`config.mk`:
```
export PLATFORM = sky130hd
export DESIGN_NAME = uart_receiver_with_timeout_unit
export DESIGN_NICKNAME = d
export VERILOG_FILES = /design/src/hdl/urxto_pkg.sv /design/src/hdl/urxto_cfg.sv /design/src/hdl/urxto_core.sv /design/src/hdl/urxto_skid.sv /design/src/hdl/uart_receiver_with_timeout_unit.sv
export SDC_FILE = /design/constraint.sdc
export NUM_CORES = 1
export LEC_CHECK = 0
export ABC_CLOCK_PERIOD_IN_PS = 5380
export BUFFER_PORTS_ARGS = -buffer_cell sky130_fd_sc_hd__buf_2
export CORE_MARGIN = 2
export CORE_UTILIZATION = 39
export DETAILED_ROUTE_END_ITERATION = 10
export PLACE_DENSITY = 0.6
export SYNTH_ARGS = -nofsm -noshare
export SYNTH_HDL_FRONTEND = slang
export SYNTH_SLANG_ARGS = --single-unit
export TNS_END_PERCENT = 1
```
`constraint.sdc`:
```
create_clock -name i_clk -period 5.38 [get_ports i_clk]
set_input_delay 0.538 -clock i_clk [delete_from_list [all_inputs] [get_ports i_clk]]
set_output_delay 0.538 -clock i_clk [all_outputs]
set_load 0.05 [all_outputs]
```
`src/hdl/urxto_pkg.sv`:
```
`default_nettype none
package urxto_pkg;

    // configuration register indexes
    localparam int unsigned CFG_IDX_W = 2;
    localparam logic [CFG_IDX_W-1:0] CFG_BIT_PERIOD     = 2'd0;
    localparam logic [CFG_IDX_W-1:0] CFG_TIMEOUT_ENABLE = 2'd1;
    localparam logic [CFG_IDX_W-1:0] CFG_TIMEOUT_TICKS  = 2'd2;

    localparam int unsigned CFG_DATA_W = 16;
    localparam int unsigned COUNT_W    = 16;
    localparam int unsigned DATA_W     = 8;

    // reset values of the registers
    localparam logic [COUNT_W-1:0] BIT_PERIOD_RST     = 16'd104;
    localparam logic               TIMEOUT_ENABLE_RST = 1'b0;
    localparam logic [COUNT_W-1:0] TIMEOUT_TICKS_RST  = 16'd8000;

    // result event codes
    localparam logic EV_BYTE    = 1'b0;
    localparam logic EV_TIMEOUT = 1'b1;

    typedef struct packed {
        logic [COUNT_W-1:0] bit_period;
        logic               timeout_enable;
        logic [COUNT_W-1:0] timeout_ticks;
    } t_cfg;

    typedef struct packed {
        logic              event_res;
        logic [DATA_W-1:0] data;
    } t_result;

endpackage
`default_nettype wire

```
`src/hdl/urxto_cfg.sv`:
```
`default_nettype none
module urxto_cfg (
    input  wire                                  i_clk,
    input  wire                                  i_rst_n,
    input  wire                                  i_cfg_valid,
    output logic                                 o_cfg_ready,
    input  wire  [urxto_pkg::CFG_IDX_W-1:0]      i_cfg_index,
    input  wire  [urxto_pkg::CFG_DATA_W-1:0]     i_cfg_data,
    output urxto_pkg::t_cfg                      o_cfg
);

    urxto_pkg::t_cfg r_cfg;

    assign o_cfg_ready = 1'b1;
    assign o_cfg       = r_cfg;

    always_ff @(posedge i_clk) begin
        if (!i_rst_n) begin
            r_cfg.bit_period     <= urxto_pkg::BIT_PERIOD_RST;
            r_cfg.timeout_enable <= urxto_pkg::TIMEOUT_ENABLE_RST;
            r_cfg.timeout_ticks  <= urxto_pkg::TIMEOUT_TICKS_RST;
        end else if (i_cfg_valid) begin
            case (i_cfg_index)
                urxto_pkg::CFG_BIT_PERIOD:     r_cfg.bit_period     <= i_cfg_data;
                urxto_pkg::CFG_TIMEOUT_ENABLE: r_cfg.timeout_enable <= i_cfg_data[0];
                urxto_pkg::CFG_TIMEOUT_TICKS:  r_cfg.timeout_ticks  <= i_cfg_data;
                default: begin
                    // unused index, write dropped
                end
            endcase
        end
    end

endmodule
`default_nettype wire

```
`src/hdl/urxto_core.sv`:
```
`default_nettype none
module urxto_core (
    input  wire                 i_clk,
    input  wire                 i_rst_n,
    input  wire                 i_step,
    input  wire                 i_rx_line,
    input  wire                 i_listen,
    input  urxto_pkg::t_cfg     i_cfg,
    output logic                o_res_valid,
    output urxto_pkg::t_result  o_res
);

    localparam logic [1:0] PH_IDLE = 2'd0;
    localparam logic [1:0] PH_WAIT = 2'd1;
    localparam logic [1:0] PH_RECV = 2'd2;

    localparam logic [urxto_pkg::COUNT_W-1:0] CNT_ONE = {{(urxto_pkg::COUNT_W-1){1'b0}}, 1'b1};
    localparam logic [urxto_pkg::COUNT_W-1:0] CNT_MAX = {urxto_pkg::COUNT_W{1'b1}};
    localparam logic [3:0] BIT_FIRST_DATA = 4'd1;
    localparam logic [3:0] BIT_LAST_DATA  = 4'd8;
    localparam logic [3:0] BIT_STOP       = 4'd9;

    function automatic logic [urxto_pkg::COUNT_W-1:0] reload(
        input logic [urxto_pkg::COUNT_W-1:0] v
    );
        return (v == '0) ? CNT_ONE : v;
    endfunction

    logic [1:0]                      r_phase,      n_phase;
    logic [urxto_pkg::COUNT_W-1:0]   r_tick_count, n_tick_count;
    logic [3:0]                      r_bit_index,  n_bit_index;
    logic [urxto_pkg::DATA_W-1:0]    r_shift_data, n_shift_data;
    logic [urxto_pkg::COUNT_W-1:0]   r_wait_count, n_wait_count;

    logic [1:0]                      eff_phase;
    logic                            go_wait;
    logic [urxto_pkg::COUNT_W-1:0]   wait_base;
    logic [urxto_pkg::COUNT_W-1:0]   wait_inc;

    always_comb begin
        // the unused phase code behaves as idle
        eff_phase = ((r_phase == PH_WAIT) || (r_phase == PH_RECV)) ? r_phase : PH_IDLE;
        // the arming tick is itself a waiting tick
        go_wait   = (eff_phase == PH_WAIT) || ((eff_phase == PH_IDLE) && i_listen);
        wait_base = (eff_phase == PH_WAIT) ? r_wait_count : '0;
        wait_inc  = (wait_base == CNT_MAX) ? wait_base : wait_base + CNT_ONE;

        n_phase      = r_phase;
        n_tick_count = r_tick_count;
        n_bit_index  = r_bit_index;
        n_shift_data = r_shift_data;
        n_wait_count = r_wait_count;
        o_res_valid  = 1'b0;
        o_res        = '0;

        if (i_step) begin
            if (go_wait) begin
                n_phase      = PH_WAIT;
                n_wait_count = wait_base;
                if (!i_rx_line) begin
                    // start bit: first sample at half a bit period
                    n_phase      = PH_RECV;
                    n_tick_count = reload({1'b0, i_cfg.bit_period[urxto_pkg::COUNT_W-1:1]});
                    n_bit_index  = '0;
                    n_shift_data = '0;
                end else if (i_cfg.timeout_enable) begin
                    n_wait_count = wait_inc;
                    if (wait_inc >= i_cfg.timeout_ticks) begin
                        n_phase         = PH_IDLE;
                        n_wait_count    = '0;
                        o_res_valid     = 1'b1;
                        o_res.event_res = urxto_pkg::EV_TIMEOUT;
                        o_res.data      = '0;
                    end
                end
            end else if (eff_phase == PH_RECV) begin
                if (r_tick_count > CNT_ONE) begin
                    n_tick_count = r_tick_count - CNT_ONE;
                end else begin
                    n_tick_count = reload(i_cfg.bit_period);
                    if ((r_bit_index >= BIT_FIRST_DATA) && (r_bit_index <= BIT_LAST_DATA)) begin
                        n_shift_data = {i_rx_line, r_shift_data[urxto_pkg::DATA_W-1:1]};
                    end
                    if (r_bit_index >= BIT_STOP) begin
                        // stop bit sample, level not checked
                        n_phase         = PH_IDLE;
                        n_bit_index     = '0;
                        n_tick_count    = '0;
                        o_res_valid     = 1'b1;
                        o_res.event_res = urxto_pkg::EV_BYTE;
                        o_res.data      = r_shift_data;
                    end else begin
                        n_bit_index = r_bit_index + 4'd1;
                    end
                end
            end else begin
                n_phase = PH_IDLE;
            end
        end
    end

    always_ff @(posedge i_clk) begin
        if (!i_rst_n) begin
            r_phase      <= PH_IDLE;
            r_tick_count <= '0;
            r_bit_index  <= '0;
            r_shift_data <= '0;
            r_wait_count <= '0;
        end else begin
            r_phase      <= n_phase;
            r_tick_count <= n_tick_count;
            r_bit_index  <= n_bit_index;
            r_shift_data <= n_shift_data;
            r_wait_count <= n_wait_count;
        end
    end

endmodule
`default_nettype wire

```
`src/hdl/urxto_skid.sv`:
```
`default_nettype none
module urxto_skid (
    input  wire                 i_clk,
    input  wire                 i_rst_n,
    input  wire                 i_push,
    input  urxto_pkg::t_result  i_res,
    output logic                o_space,
    output logic                o_out_valid,
    input  wire                 i_out_ready,
    output urxto_pkg::t_result  o_res
);

    logic               r_out_valid;
    logic               r_skid_valid;
    urxto_pkg::t_result r_out;
    urxto_pkg::t_result r_skid;
    logic               out_free;

    assign o_space     = !r_skid_valid;
    assign o_out_valid = r_out_valid;
    assign o_res       = r_out;
    assign out_free    = !r_out_valid || i_out_ready;

    always_ff @(posedge i_clk) begin
        if (!i_rst_n) begin
            r_out_valid  <= 1'b0;
            r_skid_valid <= 1'b0;
        end else if (out_free) begin
            if (r_skid_valid) begin
                r_out_valid  <= 1'b1;
                r_skid_valid <= 1'b0;
            end else begin
                r_out_valid  <= i_push;
            end
        end else if (i_push) begin
            r_skid_valid <= 1'b1;
        end
    end

    // payload, no reset
    always_ff @(posedge i_clk) begin
        if (out_free) begin
            r_out <= r_skid_valid ? r_skid : i_res;
        end else if (i_push) begin
            r_skid <= i_res;
        end
    end

endmodule
`default_nettype wire

```
`src/hdl/uart_receiver_with_timeout_unit.sv`:
```
`default_nettype none
// 8N1 uart receiver with an optional start-bit timeout. Every input item is
// one sampling tick carrying the receive line level and a listen request; the
// block takes one item per clock cycle while input ready is high, and each
// item's effect on the receiver state is settled in the cycle that takes it.
// A listen request while idle arms the receiver, and that same tick already
// looks for a low start bit. With timeout_enable set, high-line ticks while
// waiting are counted and after timeout_ticks of them a timeout result
// (event_res 1, data 0) is given. After a start bit the line is sampled at
// half of bit_period, then once per bit_period: 8 data bits lsb first and the
// stop bit, whose level is not checked; the byte result (event_res 0) goes out
// on the stop-bit tick. Results pass through an output register backed by a
// one-entry skid stage, so input items keep flowing while a result waits;
// input ready drops only when both hold a result. Configuration writes are
// always taken and should be made only while the receiver is idle.
module uart_receiver_with_timeout_unit (
    input  wire                                  i_clk,
    input  wire                                  i_rst_n,
    // tick items
    input  wire                                  i_in_valid,
    output logic                                 o_in_ready,
    input  wire                                  i_rx_line,
    input  wire                                  i_listen,
    // result items
    output logic                                 o_out_valid,
    input  wire                                  i_out_ready,
    output logic                                 o_event_res,
    output logic [urxto_pkg::DATA_W-1:0]         o_data,
    // register writes
    input  wire                                  i_cfg_valid,
    output logic                                 o_cfg_ready,
    input  wire  [urxto_pkg::CFG_IDX_W-1:0]      i_cfg_index,
    input  wire  [urxto_pkg::CFG_DATA_W-1:0]     i_cfg_data
);

    urxto_pkg::t_cfg    cfg;
    urxto_pkg::t_result core_res;
    urxto_pkg::t_result out_res;
    logic               core_res_valid;
    logic               space;
    logic               step;

    // an item is taken whenever the skid stage is empty
    assign o_in_ready = space;
    assign step       = i_in_valid && space;

    urxto_cfg u_cfg (
        .i_clk       (i_clk),
        .i_rst_n     (i_rst_n),
        .i_cfg_valid (i_cfg_valid),
        .o_cfg_ready (o_cfg_ready),
        .i_cfg_index (i_cfg_index),
        .i_cfg_data  (i_cfg_data),
        .o_cfg       (cfg)
    );

    // receiver state machine, one tick per accepted item
    urxto_core u_core (
        .i_clk       (i_clk),
        .i_rst_n     (i_rst_n),
        .i_step      (step),
        .i_rx_line   (i_rx_line),
        .i_listen    (i_listen),
        .i_cfg       (cfg),
        .o_res_valid (core_res_valid),
        .o_res       (core_res)
    );

    // result register with skid entry
    urxto_skid u_skid (
        .i_clk       (i_clk),
        .i_rst_n     (i_rst_n),
        .i_push      (core_res_valid),
        .i_res       (core_res),
        .o_space     (space),
        .o_out_valid (o_out_valid),
        .i_out_ready (i_out_ready),
        .o_res       (out_res)
    );

    assign o_event_res = out_res.event_res;
    assign o_data      = out_res.data;

endmodule
`default_nettype wire

```
==> flow_summary.toml <==
[logic_synthesis]
synth_edf_count = 18
yosys_warnings = 0
synth_top_area_share_pct = 29.3
synth_cell_types = 63
synth_top_cell_by_area = "dfxtp_1"
yosysSeqAreaShare_pct = 39.1
syn_area_sq_um = 5530
synth_cells = 664
ys.flop_type = "dfxtp_1"
synthTopCellsByCount = "nand2_1 (102), dfxtp_1 (81), nand3_1 (44)"
synth.avg_cell_area_sq_um = 8.33
syn-num-nets = 714
synth_area_leaders = "dfxtp_1 (29%), edfxtp_1 (9.8%), nand2_1 (6.9%), ha_1 (5.7%), nand3_1 (4.0%)"
async_flop_share_pct = 0
synth_seq_cells = 99
yosysMostFrequentCell = "nand2_1"

[detailed_routing]
drtAntennaViolNets = 0
wl_per_cell_um = 16.1
vias = 4878
vias_per_cell = 5.67
drt_pass1_iterations = 7
totalWireLength_um = 13900
drt-initial-drc-count = 322
drc = 0

[cells_and_area]
antenna_cells = 0
layout.cells.non_filler = 861
nNetsFinal = 726
drive_gt1_share_pct = 9.10
area_delta_synth_final_pct = 10.1

[worst_hold_path]
min_from = "i_cfg_data[3]"
hold_path_end = "u_cfg.o_cfg[20]"
hold_path.class = "in2reg"
min_path_cells = 3

[worst_setup_path]
cp-end-kind = "flip-flop"
r2r_cells = 16
cp_max_fo = 9
max_stage_delay_ns = 0.52
r2r_setup_slack_ns = 0.98
r2r-end = "u_skid.r_skid[1]"
reg2reg_from = "u_core.r_phase[1]"
cp.arrival_ns = 4.40
cp_slowest_cell = "nor4_2"
critical_path.cell_chain = "inv_1 -> ha_1 -> nand2_1 -> inv_1 -> ha_1 -> nand3_1 -> nor4_2 -> nand2_1 -> mux2_1 -> ha_1 -> nand2_1 -> o21ai_0 -> a21oi_1 -> o21a_1 -> nor2_1 -> o21a_1"
worstSetupStartpointType = "flip-flop"
worst_ep_required_time_ns = 5.39
criticalPathCategory = "reg2reg"

[die]
fp.dieH_um = 123
io-pin-count = 37
start_util_pct = 39.9
num_rows = 43
die_area_sq_um = 15200
die_w_um = 123
coreArea_sq_um = 13900

[cts]
cts_hold_buf = 0
clk-insertion-delay-late_ns = 0.35
clockRootBuffer = "clkbuf_16"
cts_tree = "built"
cts-buffers-inserted = 9
post_cts_buffers = 0
clock-sinks = 99
clkTransAtPathRegs_ns = 0.07
clock_path_buffers = 2
cts_max_level = 3
cts-resized-gates = 0

[sta]
fin_worst_skew_ns = 0.00840
rsz0062_at_grt = "no"
min_period_ns = 4.40
tns_ns = 0
setup_viol = 0
fmax_mhz = 227
hold_viol = 0
period_share_pct = 81.7
maxSlewHeadroom_pct = 36.4
worstMarginPinSlew_ns = 0.952
drv_slew = 0

[power_and_ir_drop]
p_leak_nw = 2.42
irDropWorstVdd_mv = 0.210
p_per_area_nw_per_um2 = 275

[global_route]
grt_pass1_wl_um = 22700
grt_pass1_vias = 4643
grt_usage_pct = 19.1
antenna_found_initial = 0
grt_max_degree = 81
grt_overflow = 0

[place]
port_buffers = 35
dp.cells = 845
gp_congestion = 0.916
dp_hpwl_um = 9900

[run]
cap_violations = 0

[outcome]
run_status = "finished clean"
[worst max path at each step]
stage                                         end  depth (start not counted)  slack (ns)              start
after floorplan           u_core.r_wait_count[12]                         18        1.34  u_core.r_phase[1]
after global placement           u_skid.r_skid[0]                         16        1.16  u_core.r_phase[1]
after detailed placement         u_skid.r_skid[1]                         16        1.03  u_core.r_phase[1]
after CTS                        u_skid.r_skid[1]                         17        0.99  u_core.r_phase[1]
after global routing             u_skid.r_skid[1]                         17        0.51  u_core.r_phase[1]
final                            u_skid.r_skid[1]                         16        0.98  u_core.r_phase[1]
[final cells by class]
cell class,count,area (sq um)
Multi-Input combinational cell,498,3110
Clock inverter,6,40.0
Timing Repair Buffer,41,220
Inverter,27,101
Fill cell,1370,7790
Sequential cell,99,2160
Clock buffer,10,229
Tap cell,180,225
[metrics by stage]
step | instance area, sq um | total power [mW] | utilization, % | hold slack [ns] | setup WS, ns
3_3_place_gp | 5820 | 1.08 | 41.9 | 0.451 | 1.16
3_5_place_dp | 5820 | 1.08 | 41.9 | 0.460 | 1.03
4_1_cts | 6090 | 1.69 | 43.9 | 0.423 | 0.987
2_1_floorplan | 5530 | 1.02 | - | 0.438 | 1.34
6_report | 6090 | 1.68 | 43.9 | 0.432 | 0.984
5_1_grt | 6090 | 1.75 | 43.9 | 0.437 | 0.512
[metal layers]
metal  vias up  wire length [um]  GRT usage [%]
li1       2426                 -              -
met1      2298              6590           25.3
met2       138              6350           30.8
met3        16               655           3.09
met4         0               278           8.03
met5         -                 0              0
[worst max-delay path: cells and delay by family (launching register included)]
| family | cells | cell delay [ns] |
|---|---|---|
| AOI/OAI and AO/OA | 4 | 1.03 |
| adders and majority gates | 3 | 0.74 |
| buffers and inverters | 2 | 0.19 |
| DFF | 1 | 0.32 |
| muxes | 1 | 0.39 |
| and+or+nand+nor | 6 | 1.37 |
[power breakdown]
| part | total (mW) | switching (mW) | internal, mW |
|---|---|---|---|
| combinational | 0.279 | 0.177 | 0.101 |
| sequential | 0.791 | 0.0209 | 0.770 |
| clock | 0.607 | 0.292 | 0.315 |
| total | 1.68 | 0.490 | 1.19 |
[cells by family after synthesis]
| family | Yosys count | synth area share (%) |
|---|---|---|
| buffers and inverters | 67 | 4.68 |
| and+or+nand+nor | 273 | 24.9 |
| AOI/OAI and AO/OA | 177 | 22.0 |
| xor gates and xnor gates | 17 | 2.69 |
| DFF | 99 | 39.1 |
| adders and majority gates | 25 | 5.65 |
| muxes | 5 | 0.927 |
| other | 1 | 0.0678 |
[registers in the layout, indices dropped and copies added, names as in the netlist]
| register | count |
|---|---|
| u_core.r_tick_count | 16 |
| u_core.r_bit_index | 4 |
| u_skid.r_skid | 9 |
| u_skid.o_res | 9 |
| u_core.r_phase | 2 |
| u_core.r_shift_data | 8 |
| u_cfg.o_cfg | 33 |
| u_skid.r_skid_valid | 1 |
| u_core.r_wait_count | 16 |
| u_skid.o_out_valid | 1 |
[cell usage in the layout, fill, tap and decap left out, types with 11 or more instances in the layout]
cell type / synthesis / layout
inv_1: 27 / 27
o211ai_1: 12 / 12
o21ai_0: 26 / 26
a21oi_1: 26 / 26
buf_2: 3 / 35
ha_1: 25 / 25
a21o_1: 14 / 14
and2_1: 20 / 20
nand2_1: 102 / 102
nor2_1: 21 / 21
a21boi_1: 11 / 11
edfxtp_1: 18 / 18
a21boi_0: 25 / 25
dfxtp_1: 81 / 81
nand3_1: 44 / 44
nor3_1: 18 / 18
Power figures use the tool's default switching activity.
